===== src/sv/pirl_pkg.sv =====
// Package for the positional insert/remove list.
// Holds field widths, command and status codes, and the controller state type.
// Depends on nothing; every other file of the block imports it.
package pirl_pkg;

  localparam int unsigned VALUE_W  = 64;
  localparam int unsigned POS_W    = 16;
  localparam int unsigned STATUS_W = 2;
  localparam int unsigned LEN_W    = 5;

  localparam logic CMD_INSERT = 1'b0;
  localparam logic CMD_REMOVE = 1'b1;

  localparam logic [STATUS_W-1:0] ST_DONE  = 2'd0;
  localparam logic [STATUS_W-1:0] ST_FULL  = 2'd1;
  localparam logic [STATUS_W-1:0] ST_EMPTY = 2'd2;

  typedef enum logic [1:0] {
    S_IDLE,
    S_INS,
    S_REM,
    S_DONE
  } pirl_state_t;

endpackage


===== src/sv/pirl_if.sv =====
// Channel interfaces for the positional insert/remove list.
// Carries valid/ready and the payload of the command and result channels.
// Depends on pirl_pkg for the field widths.
interface pirl_in_if;
  import pirl_pkg::*;

  logic               valid;
  logic               ready;
  logic               cmd;
  logic [VALUE_W-1:0] value;
  logic signed [POS_W-1:0] position;

  modport source (output valid, cmd, value, position, input ready);
  modport sink   (input valid, cmd, value, position, output ready);
endinterface

interface pirl_out_if;
  import pirl_pkg::*;

  logic                valid;
  logic                ready;
  logic [VALUE_W-1:0]  removed_value;
  logic [STATUS_W-1:0] status;
  logic [LEN_W-1:0]    length;

  modport source (output valid, removed_value, status, length, input ready);
  modport sink   (input valid, removed_value, status, length, output ready);
endinterface


===== src/sv/positional_insert_remove_list.sv =====
// Positional insert/remove list: up to CAPACITY 64-bit values held in one RAM.
// An insert shifts each entry from the old end down to the position one place back and then
// writes the new value; a remove reads the removed element and moves each later entry one
// place forward; a rejected command goes straight to the result.
// One transaction is worked at a time: the next can be taken as soon as the result shows.
// Reset (synchronous, active low) empties the list; RAM contents are not cleared.
module positional_insert_remove_list #(
  parameter int unsigned CAPACITY = 16
) (
  input  logic        clk,
  input  logic        rst_n,
  pirl_in_if.sink     in_ch,
  pirl_out_if.source  out_ch
);
  import pirl_pkg::*;

  // AW addresses one entry; CW holds a count from zero to CAPACITY.
  localparam int unsigned AW = (CAPACITY > 1) ? $clog2(CAPACITY) : 1;
  localparam int unsigned CW = $clog2(CAPACITY + 1);

  // Element storage. Only entries below the current count are ever read for
  // data that matters, so the array needs no clearing after reset.
  logic [VALUE_W-1:0] mem [CAPACITY];
  logic [VALUE_W-1:0] rd_data_r;
  logic               mem_we;
  logic [AW-1:0]      mem_waddr;
  logic [AW-1:0]      mem_raddr;
  logic [VALUE_W-1:0] mem_wdata;

  always_ff @(posedge clk) begin
    if (mem_we) begin
      mem[mem_waddr] <= mem_wdata;
    end
    rd_data_r <= mem[mem_raddr];
  end

  // Controller registers.
  pirl_state_t         state_r, state_nxt;
  logic [CW-1:0]       count_r, count_nxt;
  logic [CW-1:0]       idx_r, idx_nxt;
  logic [CW-1:0]       pos_r, pos_nxt;
  logic [VALUE_W-1:0]  value_r, value_nxt;
  logic                pend_r, pend_nxt;
  logic                pend_first_r, pend_first_nxt;
  logic [AW-1:0]       pend_addr_r, pend_addr_nxt;
  logic [STATUS_W-1:0] status_r, status_nxt;
  logic [VALUE_W-1:0]  removed_r, removed_nxt;

  // Result register toward the output channel.
  logic                out_valid_r, out_valid_nxt;
  logic [VALUE_W-1:0]  out_removed_r, out_removed_nxt;
  logic [STATUS_W-1:0] out_status_r, out_status_nxt;
  logic [LEN_W-1:0]    out_length_r, out_length_nxt;

  // Position clamp: negative means the front, at or past the limit means the
  // limit itself (the end for an insert, the last element for a remove).
  logic [CW-1:0]    clamp_limit;
  logic [CW-1:0]    clamp_pos;
  logic [POS_W-1:0] pos_mag;

  always_comb begin
    clamp_limit = (in_ch.cmd == CMD_INSERT) ? count_r : CW'(count_r - 1'b1);
    pos_mag     = {1'b0, in_ch.position[POS_W-2:0]};
    if (in_ch.position[POS_W-1]) begin
      clamp_pos = '0;
    end else if (pos_mag >= POS_W'(clamp_limit)) begin
      clamp_pos = clamp_limit;
    end else begin
      clamp_pos = CW'(pos_mag);
    end
  end

  // A transaction is taken whenever the controller is idle; a result still
  // waiting in the output register does not hold up the next command.
  assign in_ch.ready = (state_r == S_IDLE);

  assign out_ch.valid         = out_valid_r;
  assign out_ch.removed_value = out_removed_r;
  assign out_ch.status        = out_status_r;
  assign out_ch.length        = out_length_r;

  always_ff @(posedge clk) begin
    if (!rst_n) begin
      state_r     <= S_IDLE;
      count_r     <= '0;
      pend_r      <= 1'b0;
      out_valid_r <= 1'b0;
    end else begin
      state_r     <= state_nxt;
      count_r     <= count_nxt;
      pend_r      <= pend_nxt;
      out_valid_r <= out_valid_nxt;
    end
    idx_r         <= idx_nxt;
    pos_r         <= pos_nxt;
    value_r       <= value_nxt;
    pend_first_r  <= pend_first_nxt;
    pend_addr_r   <= pend_addr_nxt;
    status_r      <= status_nxt;
    removed_r     <= removed_nxt;
    out_removed_r <= out_removed_nxt;
    out_status_r  <= out_status_nxt;
    out_length_r  <= out_length_nxt;
  end

  always_comb begin
    state_nxt       = state_r;
    count_nxt       = count_r;
    idx_nxt         = idx_r;
    pos_nxt         = pos_r;
    value_nxt       = value_r;
    pend_nxt        = pend_r;
    pend_first_nxt  = pend_first_r;
    pend_addr_nxt   = pend_addr_r;
    status_nxt      = status_r;
    removed_nxt     = removed_r;
    out_valid_nxt   = out_valid_r;
    out_removed_nxt = out_removed_r;
    out_status_nxt  = out_status_r;
    out_length_nxt  = out_length_r;
    mem_we          = 1'b0;
    mem_waddr       = pend_addr_r;
    mem_wdata       = rd_data_r;
    mem_raddr       = idx_r[AW-1:0];

    // The output register empties when the sink takes the transaction.
    if (out_valid_r && out_ch.ready) begin
      out_valid_nxt = 1'b0;
    end

    unique case (state_r)
      S_IDLE: begin
        if (in_ch.valid) begin
          value_nxt   = in_ch.value;
          pos_nxt     = clamp_pos;
          removed_nxt = '0;
          status_nxt  = ST_DONE;
          pend_nxt    = 1'b0;
          if (in_ch.cmd == CMD_INSERT) begin
            if (count_r >= CW'(CAPACITY)) begin
              status_nxt = ST_FULL;
              state_nxt  = S_DONE;
            end else begin
              // Shift runs from the old end down toward the insert position.
              idx_nxt   = count_r;
              count_nxt = CW'(count_r + 1'b1);
              state_nxt = S_INS;
            end
          end else begin
            if (count_r == '0) begin
              status_nxt = ST_EMPTY;
              state_nxt  = S_DONE;
            end else begin
              // Reads run from the removed element up to the old last one.
              idx_nxt   = clamp_pos;
              count_nxt = CW'(count_r - 1'b1);
              state_nxt = S_REM;
            end
          end
        end
      end

      S_INS: begin
        // Each cycle reads entry idx-1 and writes the entry read in the previous
        // cycle one place back. Writes always land above the read address.
        if (pend_r) begin
          mem_we    = 1'b1;
          mem_waddr = pend_addr_r;
          mem_wdata = rd_data_r;
          pend_nxt  = 1'b0;
        end
        if (idx_r > pos_r) begin
          mem_raddr     = AW'(idx_r - 1'b1);
          pend_nxt      = 1'b1;
          pend_addr_nxt = idx_r[AW-1:0];
          idx_nxt       = CW'(idx_r - 1'b1);
        end else if (!pend_r) begin
          // Gap is open: the new value goes into the freed slot.
          mem_we    = 1'b1;
          mem_waddr = pos_r[AW-1:0];
          mem_wdata = value_r;
          state_nxt = S_DONE;
        end
      end

      S_REM: begin
        // The first read returns the removed element; every later read is
        // written one place forward. count_r already holds the new length,
        // which equals the index of the old last element.
        if (pend_r) begin
          pend_nxt = 1'b0;
          if (pend_first_r) begin
            removed_nxt = rd_data_r;
          end else begin
            mem_we    = 1'b1;
            mem_waddr = pend_addr_r;
            mem_wdata = rd_data_r;
          end
        end
        if (idx_r <= count_r) begin
          mem_raddr      = idx_r[AW-1:0];
          pend_nxt       = 1'b1;
          pend_first_nxt = (idx_r == pos_r);
          pend_addr_nxt  = AW'(idx_r - 1'b1);
          idx_nxt        = CW'(idx_r + 1'b1);
        end else if (!pend_r) begin
          state_nxt = S_DONE;
        end
      end

      S_DONE: begin
        // Hand the result over once the output register is free or freeing.
        if (!out_valid_r || out_ch.ready) begin
          out_valid_nxt   = 1'b1;
          out_removed_nxt = removed_r;
          out_status_nxt  = status_r;
          out_length_nxt  = LEN_W'(count_r);
          state_nxt       = S_IDLE;
        end
      end

      default: begin
        state_nxt = S_IDLE;
      end
    endcase
  end

endmodule

===== src/flat_wrapper.sv =====
// flat-port wrapper written by rule: the top's interface ports become plain ports
module positional_insert_remove_list_flat import pirl_pkg::*;
#(
  parameter int unsigned CAPACITY = 16
)
  (clk, rst_n, in_ch_valid, in_ch_cmd, in_ch_value, in_ch_position, in_ch_ready, out_ch_valid, out_ch_removed_value, out_ch_status, out_ch_length, out_ch_ready);
  pirl_in_if in_ch_i ();
  pirl_out_if out_ch_i ();
  input  logic clk;
  input  logic rst_n;
  input wire logic [$bits(in_ch_i.valid)-1:0] in_ch_valid;
  input wire logic [$bits(in_ch_i.cmd)-1:0] in_ch_cmd;
  input wire logic [$bits(in_ch_i.value)-1:0] in_ch_value;
  input wire logic [$bits(in_ch_i.position)-1:0] in_ch_position;
  output wire logic [$bits(in_ch_i.ready)-1:0] in_ch_ready;
  output wire logic [$bits(out_ch_i.valid)-1:0] out_ch_valid;
  output wire logic [$bits(out_ch_i.removed_value)-1:0] out_ch_removed_value;
  output wire logic [$bits(out_ch_i.status)-1:0] out_ch_status;
  output wire logic [$bits(out_ch_i.length)-1:0] out_ch_length;
  input wire logic [$bits(out_ch_i.ready)-1:0] out_ch_ready;
  assign in_ch_i.valid = in_ch_valid;
  assign in_ch_i.cmd = in_ch_cmd;
  assign in_ch_i.value = in_ch_value;
  assign in_ch_i.position = in_ch_position;
  assign in_ch_ready = in_ch_i.ready;
  assign out_ch_valid = out_ch_i.valid;
  assign out_ch_removed_value = out_ch_i.removed_value;
  assign out_ch_status = out_ch_i.status;
  assign out_ch_length = out_ch_i.length;
  assign out_ch_i.ready = out_ch_ready;
  positional_insert_remove_list #(.CAPACITY(CAPACITY)) u_core (.clk(clk), .rst_n(rst_n), .in_ch(in_ch_i), .out_ch(out_ch_i));
endmodule

===== config.mk =====
export PLATFORM = sky130hd
export DESIGN_NAME = positional_insert_remove_list_flat
export DESIGN_NICKNAME = d
export VERILOG_FILES = /design/src/sv/pirl_pkg.sv /design/src/sv/pirl_if.sv /design/src/sv/positional_insert_remove_list.sv /design/src/flat_wrapper.sv
export SDC_FILE = /design/constraint.sdc
export NUM_CORES = 1
export LEC_CHECK = 0
export ABC_CLOCK_PERIOD_IN_PS = 7200
export BUFFER_PORTS_ARGS = -buffer_cell sky130_fd_sc_hd__clkbuf_2
export CAP_MARGIN = 20
export CORE_ASPECT_RATIO = 1.1
export CORE_MARGIN = 1.5
export CORE_UTILIZATION = 55
export DETAILED_ROUTE_END_ITERATION = 12
export PLACE_DENSITY = 0.79
export SYNTH_ARGS = -nofsm -noshare
export SYNTH_HDL_FRONTEND = slang
export SYNTH_SLANG_ARGS = --single-unit

===== constraint.sdc =====
create_clock -name clk -period 7.2 [get_ports clk]
set_clock_uncertainty 0.1 [all_clocks]
set_input_delay 0.36 -clock clk [delete_from_list [all_inputs] [get_ports clk]]
set_output_delay 0.36 -clock clk [all_outputs]
set_load 0.05 [all_outputs]

# Word-level counts from Yosys, hierarchy flattened
# Memory sizes are Yosys's and may differ from the RTL's. A register that Yosys moved wholly into a read port is not among the register bits.
# Cells that the tools add are included.
# W data, S select, Z words.
[totals]
reg_bits = 225
ramBits = 1024
inputBits = 85
word_cells = 111
n_memories = 1
[memory_table]
columns = ["memory", "depth", "width", "rd", "rd_ports_with_merged_regs", "write_ports", "line_no", "source"]
rows = [
  ["u_core.mem", 16, 64, 1, 1, 1, "positional_insert_remove_list.sv:23", "logic [VALUE_W-1:0] mem [CAPACITY];"],
]
[op_classes]
addsub = 4
magnitude_cmp = 4
n_eq_ne = 16
muxes = 55
n_reduce_logical = 17
[ops]
columns = ["operator", "count"]
rows = [
  ["$mux W64", 6],
  ["$pmux W64 S2", 1],
  ["$mux W5", 12],
  ["$mux W4", 7],
  ["$mux W2", 9],
  ["$ge A15 B5 Y1", 1],
  ["$mux W1", 15],
  ["$pmux W5 S3", 1],
  ["$reduce_and A4 Y1", 3],
  ["$add A5 B1 Y5 const B", 2],
  ["$ne A2 B1 Y1 const B", 5],
  ["$ne A2 B2 Y1 const B", 5],
  ["$sub A5 B1 Y5 const B", 2],
  ["$pmux W2 S4", 1],
  ["$pmux W4 S2", 1],
  ["$reduce_and A2 Y1", 4],
  ["$ne A3 B3 Y1 const B", 2],
  ["$reduce_and A6 Y1", 1],
  ["$eq A5 B5 Y1", 1],
  ["$ge A5 B5 Y1 const B", 1],
  ["$gt A5 B5 Y1", 1],
  ["$le A5 B5 Y1", 1],
  ["$logic_not A5 Y1", 1],
  ["$eq A2 B2 Y1 const B", 2],
  ["other kinds (10)", 11],
]

# Depth between registers and ports, before layout
# Gate-level depths: netlist of run 1.
[logic_depth]
depth_word = 9
ltp_mapped = 16

# Least setup slack after synthesis of run 1
# OpenSTA, ideal clock, no wires.
[synth_timing]
path_kind = "register to register"
startpoint = "register u_core.idx_r[0]"
endpoint = "memory u_core.mem[0][0], enable pin"
setup_ns = 0.487
arrival_ns = 5.451
required_ns = 6.613
slack_ns = 1.162
path_stages_with_launch = 15
path_buffers = 4
synth_period_minus_slack_ns = 6.038
cell_sequence = "edfxtp_1 buf_2 clkinv_1 clkbuf_1 clkbuf_1 ha_1 inv_1 or2_2 inv_1 nor2_1 or3_1 clkbuf_1 nor3_1 o21ai_0 nor2_1"
[synth_between]
elab_chain_cells = 5
word_cells_on_any_way = 7
classes_between = "1 x order compare; 6 x mux"
[synth_rtl]
columns = ["item", "line_no", "source"]
rows = [
  ["start, declared", "positional_insert_remove_list.sv:40", "logic [CW-1:0] idx_r, idx_nxt;"],
  ["start signal, assigned", "positional_insert_remove_list.sv:94", "idx_r <= idx_nxt;"],
  ["$gt A5 B5 Y1 *", "positional_insert_remove_list.sv:172", "if (idx_r > pos_r) begin"],
  ["$mux W1", "positional_insert_remove_list.sv:172", ""],
  ["$pmux W1 S2", "positional_insert_remove_list.sv:131", "unique case (state_r)"],
  ["$mux W1", "positional_insert_remove_list.sv:31", "if (mem_we) begin"],
  ["$mux W1 (implied by the code)", "positional_insert_remove_list.sv:32", "mem[mem_waddr] <= mem_wdata;"],
  ["end, declared", "positional_insert_remove_list.sv:23", ""],
]
# Every way passes the cells marked *; elsewhere a longest branch is shown, timed or not.

# Final worst setup path of run 1
[layout_timing]
startpoint = "register u_core.idx_r[0]"
endpoint = "memory u_core.mem[11][0], enable pin"
# The elaborated chain is that of the path after synthesis.

==> results of run 1 <==
## worst max path at each step
stage | to | slack [ps] | startpoint | cells past startpoint
after global placement | u_core.mem[11][51]$_DFFE_PP_ | 2000 | u_core.idx_r[0]$_DFFE_PP_ | 11
after floorplan | u_core.mem[0][0]$_DFFE_PP_ | 1160 | u_core.idx_r[0]$_DFFE_PP_ | 14
after detailed placement | u_core.mem[11][51]$_DFFE_PP_ | 1850 | u_core.idx_r[0]$_DFFE_PP_ | 9
final | u_core.mem[11][0]$_DFFE_PP_ | 1780 | u_core.idx_r[0]$_DFFE_PP_ | 9
after global routing | u_core.mem[11][27]$_DFFE_PP_ | 1530 | u_core.idx_r[0]$_DFFE_PP_ | 9
after CTS | u_core.mem[11][28]$_DFFE_PP_ | 1820 | u_core.idx_r[0]$_DFFE_PP_ | 9
## state kept, by name, indices dropped and copies added (netlist names)
| signal | flops |
|---|---|
| u_core.pend_addr_r | 4 |
| u_core.mem | 1024 |
| u_core.status_r | 2 |
| u_core.out_ch.removed_value | 64 |
| u_core.removed_r | 64 |
| u_core.rd_data_r | 64 |
| u_core.pend_r | 1 |
| u_core.out_ch.status | 2 |
| u_core.pos_r | 5 |
| u_core.state_r | 2 |
| u_core.idx_r | 5 |
| u_core.value_r | 64 |
| u_core.pend_first_r | 1 |
| u_core.out_ch.valid | 1 |
| u_core.out_ch.length | 5 |
| u_core.count_r | 5 |
## metal layers
layer	track usage, %	part of all wire [%]	vias to the layer above
met4	12.72	4.2	0
li1	-	-	14730
met5	0	0	-
met3	6.062	11	406
met2	44.42	48	2402
met1	36.53	37	17777
## layout make-up
type,instances,area (um2)
flip-flops and latches,1313,38700
fillers,6823,37920
multi-input cells,1931,16930
clock buffers,179,3755
repair buffers,297,2115
well taps,1375,1720
clock inverters,62,792.0
inverters,27,103.9
## worst reg2reg max path, delay by kind of cell, from the launching register on
kind / cells / cell delay, ps
buf+inv: 3 / 1980
simple gates: 3 / 1240
compound gates: 2 / 910
flops: 1 / 490
fa+ha+maj: 1 / 310
## power by group through the flow
stage | registers (mW) | clock network, mW | logic [mW]
6_report | 11.1 | 7.12 | 11.3
5_1_grt | 11.1 | 7.44 | 12.0
4_1_cts | 11.1 | 7.16 | 11.2
3_5_place_dp | 11.2 | 0 | 11.0
3_3_place_gp | 11.2 | 0 | 10.7
2_1_floorplan | 11.1 | 0 | 7.77
## per-stage QoR
step	util (%)	hold slack, ps	area [um2]
2_1_floorplan	-	300.3	56550
3_3_place_gp	57.67	301.5	58850
3_5_place_dp	57.70	304.5	58870
4_1_cts	62.81	32.04	64090
5_1_grt	62.83	58.53	64110
6_report	62.83	61.22	64110
## logic make-up (layout without fill, tap and decap cells)
group | Yosys count | after routing | synth area share, %
flops | 1313 | 1313 | 68.43
simple gates | 728 | 728 | 5.872
compound gates | 712 | 712 | 8.739
mux | 455 | 455 | 14.13
buf+inv | 293 | 565 | 2.097
fa+ha+maj | 27 | 27 | 0.5974
xor+xnor | 9 | 9 | 0.1394
## cell usage in the layout, fill, tap and decap left out, types with 63 or more instances in the layout
master / n
a21oi_1: 86
mux4_2: 260
buf_4: 63
o221ai_1: 135
dlygate4sd3_1: 67
clkbuf_2: 157
o22ai_1: 178
mux2_2: 143
nor2_1: 164
o21ai_0: 85
clkbuf_16: 136
nand2_1: 295
dfxtp_1: 73
edfxtp_1: 1240
and2_1: 66
==> impl_metrics.py, run 1 <==
metrics = {
    "run_status": {
        "status": "finished, final reports clean",
    },
    "sta": {
        "hold_violations": 0,
        "setup_viol": 0,
        "slew_violations": 0,
        "period_minus_slack_ps": 5423,
        "finalCritPeriodShare_pct": 75.32,
        "worstMarginPinSlew_ps": 1169,
        "setup-tns-final_ps": 0,
        "max_clock_freq_ghz": 0.1844,
        "max_slew_margin_pct": 22.06,
        "rsz0062_at_grt": "false",
        "layout_setup_ws_ps": 1777,
    },
    "power_and_ir_drop": {
        "cellInternalPower_mw": 18.90,
        "seqPwrFrac_pct": 37.6,
        "p_comb_share_pct": 38.3,
        "switchingPower_mw": 10.62,
        "clockPowerShare_pct": 24.1,
        "power_mw": 29.52,
        "vdd_drop_max_mv": 0.4226,
        "switching_share_pct": 35.98,
        "p_leak_nw": 21.00,
        "power_density_nw_per_um2": 460.4,
    },
    "placed_design": {
        "place_congestion": 0.8676,
        "port_buffers": 157,
        "dpl.cell_count": 4875,
        "place_worst_setup_slack_ps": 1850,
        "dpl.hpwl_mm": 79.80,
    },
    "final_layout": {
        "area_growth_pct": 13.37,
        "layout.cells.non_filler": 5184,
        "finalNetCount": 3813,
        "drive_gt1_share_pct": 23.16,
        "diodes": 0,
    },
    "cts": {
        "clockBufferDepth": 3,
        "h-tree-depth": 4,
        "clockRootBuffer": "clkbuf_16",
        "cts_tree": "yes",
        "cts_buffers": 131,
        "ctsResizeCount": 0,
        "clk_pin_slew_ps": 60,
        "cts_setup_buffers": 0,
        "cts.sinks": 1313,
        "ctsHoldBuffers": 67,
        "clk_latency_ps": 750,
    },
    "synth": {
        "syn_inst": 3537,
        "syn_nets": 3649,
        "synth_edf_count": 1240,
        "avgSynthCellArea_um2": 15.99,
        "post-synth-top-count-cell": "edfxtp_1",
        "ys_seq_area_share_pct": 68.43,
        "ys_warn_count": 0,
        "post-synth-top-area-cell": "edfxtp_1",
        "ys_ff_latch": 1313,
        "synth_common_cells": "edfxtp_1 (1240), nand2_1 (297), mux4_2 (260)",
        "syn-cell-area_um2": 56550,
        "synth_area_leaders": "edfxtp_1 (66%), mux4_2 (10%), mux2_2 (2.9%)",
        "synthArstFlopShare_pct": 0,
        "post-synth-top-area-fraction_pct": 65.84,
        "yosysUniqueCellTypes": 62,
        "synth_flop_cell": "edfxtp_1",
    },
    "min_path": {
        "min_path_type": "in -> reg",
        "min_path_cells": 4,
        "hold_path_end": "u_core.idx_r[2]$_DFFE_PP_",
        "hold_start": "in_ch_position[2]",
    },
    "floorplanning": {
        "core-area_um2": 102000,
        "start_util_pct": 55.43,
        "die_h_um": 339.3,
        "rows": 123,
        "ios": 158,
        "die_area_um2": 104800,
        "die_w_um": 308.7,
    },
    "setup_path": {
        "path_max_fanout": 48,
        "cp-end-kind": "register",
        "cp_slowest_stage_delay_ps": 910,
        "critPathSlowestCell": "nor2_4",
        "crit_required_ps": 7460,
        "path_buf_inv": 3,
        "crit_top_cell": "buf_4",
        "worstReg2RegEnd": "u_core.mem[11][0]$_DFFE_PP_",
        "critPathLaunchType": "register",
        "regToRegSetupSlack_ps": 1780,
        "reg2reg_depth": 9,
        "regToRegStartpoint": "u_core.idx_r[0]$_DFFE_PP_",
        "critPathTopFamily": "buffers and inverters",
        "crit_chain": "inv_4, ha_1, o221a_2, nor2_1, nor3_2, buf_4, a31oi_1, nor2_4, buf_4",
        "cp.arrival_ps": 5680,
        "path_class": "reg -> reg",
    },
    "route": {
        "drtIter0Drc": 4638,
        "ant_nets": 0,
        "route.detailed.drc": 0,
        "wl_per_cell_um": 28.10,
        "wirelength_mm": 145.7,
        "drt-pass1-iter-count": 5,
        "via_per_inst": 6.812,
        "vias": 35315,
    },
    "grt": {
        "antenna_found_initial": 1,
        "grt_max_degree": 178,
        "track_usage_pct": 27.74,
        "first_global_vias": 35835,
        "grt_pass1_wl_mm": 216.8,
        "grt-ovfl-total": 0,
    },
    "flow_run": {
        "drv_cap": 0,
    },
}
No activity file was read; power rests on OpenSTA's default activity.
==> inputs of run 2 (changes only) <==
--- a/config.mk
+++ b/config.mk
@@ -5,14 +5,14 @@
 export SDC_FILE = /design/constraint.sdc
 export NUM_CORES = 1
 export LEC_CHECK = 0
-export ABC_CLOCK_PERIOD_IN_PS = 7200
+export ABC_CLOCK_PERIOD_IN_PS = 4700
 export BUFFER_PORTS_ARGS = -buffer_cell sky130_fd_sc_hd__clkbuf_2
 export CAP_MARGIN = 20
 export CORE_ASPECT_RATIO = 1.1
 export CORE_MARGIN = 1.5
 export CORE_UTILIZATION = 55
 export DETAILED_ROUTE_END_ITERATION = 12
-export PLACE_DENSITY = 0.79
+export PLACE_DENSITY = 0.81
 export SYNTH_ARGS = -nofsm -noshare
 export SYNTH_HDL_FRONTEND = slang
 export SYNTH_SLANG_ARGS = --single-unit
==> constraint.sdc (replaced) <==
create_clock -name clk -period 4.7 [get_ports clk]
set_clock_uncertainty 0.1 [all_clocks]
set_input_delay 0.235 -clock clk [delete_from_list [all_inputs] [get_ports clk]]
set_output_delay 0.235 -clock clk [all_outputs]
set_load 0.05 [all_outputs]
==> impl_metrics.py, run 2 (synthesized netlist as in run 1, its figures left out) <==
metrics = {
    "route": {
        "ant_nets": 0,
        "route.detailed.drc": 0,
        "via_per_inst": 6.900,
        "vias": 35919,
        "wl_per_cell_um": 28.71,
        "drtIter0Drc": 5253,
        "wirelength_mm": 149.5,
        "drt-pass1-iter-count": 7,
    },
    "cts": {
        "cts.sinks": 1313,
        "clockBufferDepth": 3,
        "cts_setup_buffers": 0,
        "ctsResizeCount": 0,
        "clk_latency_ps": 740,
        "clk_pin_slew_ps": 70,
        "cts_buffers": 120,
        "ctsHoldBuffers": 76,
        "h-tree-depth": 3,
        "clockRootBuffer": "clkbuf_16",
        "cts_tree": "yes",
    },
    "grt": {
        "grt_pass1_wl_mm": 220.9,
        "track_usage_pct": 28.33,
        "grt-ovfl-total": 0,
        "antenna_found_initial": 7,
        "first_global_vias": 35981,
        "grt_max_degree": 155,
    },
    "setup_path": {
        "path_class": "reg -> reg",
        "worstReg2RegEnd": "u_core.mem[5][18]$_DFFE_PP_",
        "critPathTopFamily": "simple AND/OR/NAND/NOR gates",
        "crit_chain": "buf_4, ha_1, o21ai_0, o221a_2, nor2_1, nor3_2, a31oi_1, nor2_4, buf_4",
        "cp_slowest_stage_delay_ps": 670,
        "critPathLaunchType": "register",
        "path_buf_inv": 2,
        "regToRegSetupSlack_ps": 450,
        "cp.arrival_ps": 4540,
        "critPathSlowestCell": "nor2_4",
        "cp_num_cells": 9,
        "crit_top_cell": "buf_4",
        "crit_required_ps": 4990,
        "reg2reg_depth": 9,
        "endpoint": "u_core.mem[5][18]$_DFFE_PP_",
        "crit_path_start": "u_core.idx_r[3]$_DFFE_PP_",
        "cp-end-kind": "register",
        "regToRegStartpoint": "u_core.idx_r[3]$_DFFE_PP_",
        "path_max_fanout": 13,
    },
    "floorplanning": {
        "start_util_pct": 55.43,
        "rows": 123,
        "die_h_um": 339.3,
        "die_w_um": 308.7,
        "core-area_um2": 102000,
        "ios": 158,
        "die_area_um2": 104800,
    },
    "sta": {
        "max_clock_freq_ghz": 0.2353,
        "rsz0062_at_grt": "false",
        "period_minus_slack_ps": 4250,
        "hold_violations": 0,
        "max_slew_margin_pct": 26.45,
        "finalCritPeriodShare_pct": 90.42,
        "setup_viol": 0,
        "hold-worst-slack_ps": 115.4,
        "slew_violations": 0,
        "setup-tns-final_ps": 0,
        "worstMarginPinSlew_ps": 1103,
    },
    "power_and_ir_drop": {
        "power_mw": 44.51,
        "p_leak_nw": 21.00,
        "vdd_drop_max_mv": 0.9230,
        "power_density_nw_per_um2": 694.3,
    },
    "placed_design": {
        "place_congestion": 0.8716,
        "dpl.hpwl_mm": 80.38,
        "port_buffers": 157,
    },
    "final_layout": {
        "drive_gt1_share_pct": 23.21,
        "area_growth_pct": 13.36,
        "finalNetCount": 3838,
        "final_cell_mix": "edfxtp_1 (1240), nand2_1 (295), mux4_2 (260)",
        "top_register": "u_core.mem",
        "diodes": 0,
        "largest_register_ffs": 1024,
        "final_util_pct": 62.83,
        "final_common_cell": "edfxtp_1",
    },
    "run_status": {
        "status": "finished, final reports clean",
    },
    "min_path": {
        "min_path_type": "in -> reg",
        "min_path_cells": 2,
    },
    "flow_run": {
        "drv_cap": 0,
    },
}
[run 2: final cells by class]
class	count	area, um2
clock buffers	155	3274
fillers	6712	37920
flip-flops and latches	1313	38700
repair buffers	333	2623
well taps	1375	1720
multi-input cells	1931	16920
inverters	27	103.9
clock inverters	72	769.5
[run 2: worst min path at each step]
stage | endpoint | slack, ps | startpoint
after global placement | u_core.out_ch.removed_value[34]$_DFFE_PP_ | 300 | u_core.removed_r[34]$_SDFFCE_PN0P_
final | u_core.value_r[6]$_DFFE_PP_ | 120 | in_ch_value[6]
after global routing | u_core.value_r[20]$_DFFE_PP_ | 110 | in_ch_value[20]
after detailed placement | u_core.out_ch.removed_value[12]$_DFFE_PP_ | 300 | u_core.removed_r[12]$_SDFFCE_PN0P_
after CTS | u_core.value_r[15]$_DFFE_PP_ | 80 | in_ch_value[15]
after floorplan | u_core.value_r[0]$_DFFE_PP_ | 230 | in_ch_value[0]
[run 2: power breakdown]
part           internal (mW)  switching, mW  total [mW]
Combinational           6.41           11.2        17.6
Sequential              16.3          0.698        17.0
Clock                   5.69           4.28        9.96
Total                   28.4           16.1        44.5
[run 2: metrics by stage]
| step | std cells | cell area [um2] | setup WS, ps |
|---|---|---|---|
| 2_1_floorplan | 3537 | 56610 | -359.4 |
| 3_3_place_gp | 4902 | 59290 | 667.5 |
| 3_5_place_dp | 4902 | 59290 | 507.0 |
| 4_1_cts | 5205 | 64090 | 486.9 |
| 5_1_grt | 5206 | 64110 | 239.3 |
| 6_report | 5206 | 64110 | 450.3 |
[run 2: metal layers]
metal | vias up | part of all wire, % | global-route usage, %
met5 | - | 0.011 | 0
met4 | 4 | 4.3 | 12.98
met3 | 457 | 12 | 5.975
met2 | 2836 | 48 | 45.05
met1 | 17848 | 35 | 37.75
li1 | 14774 | - | -
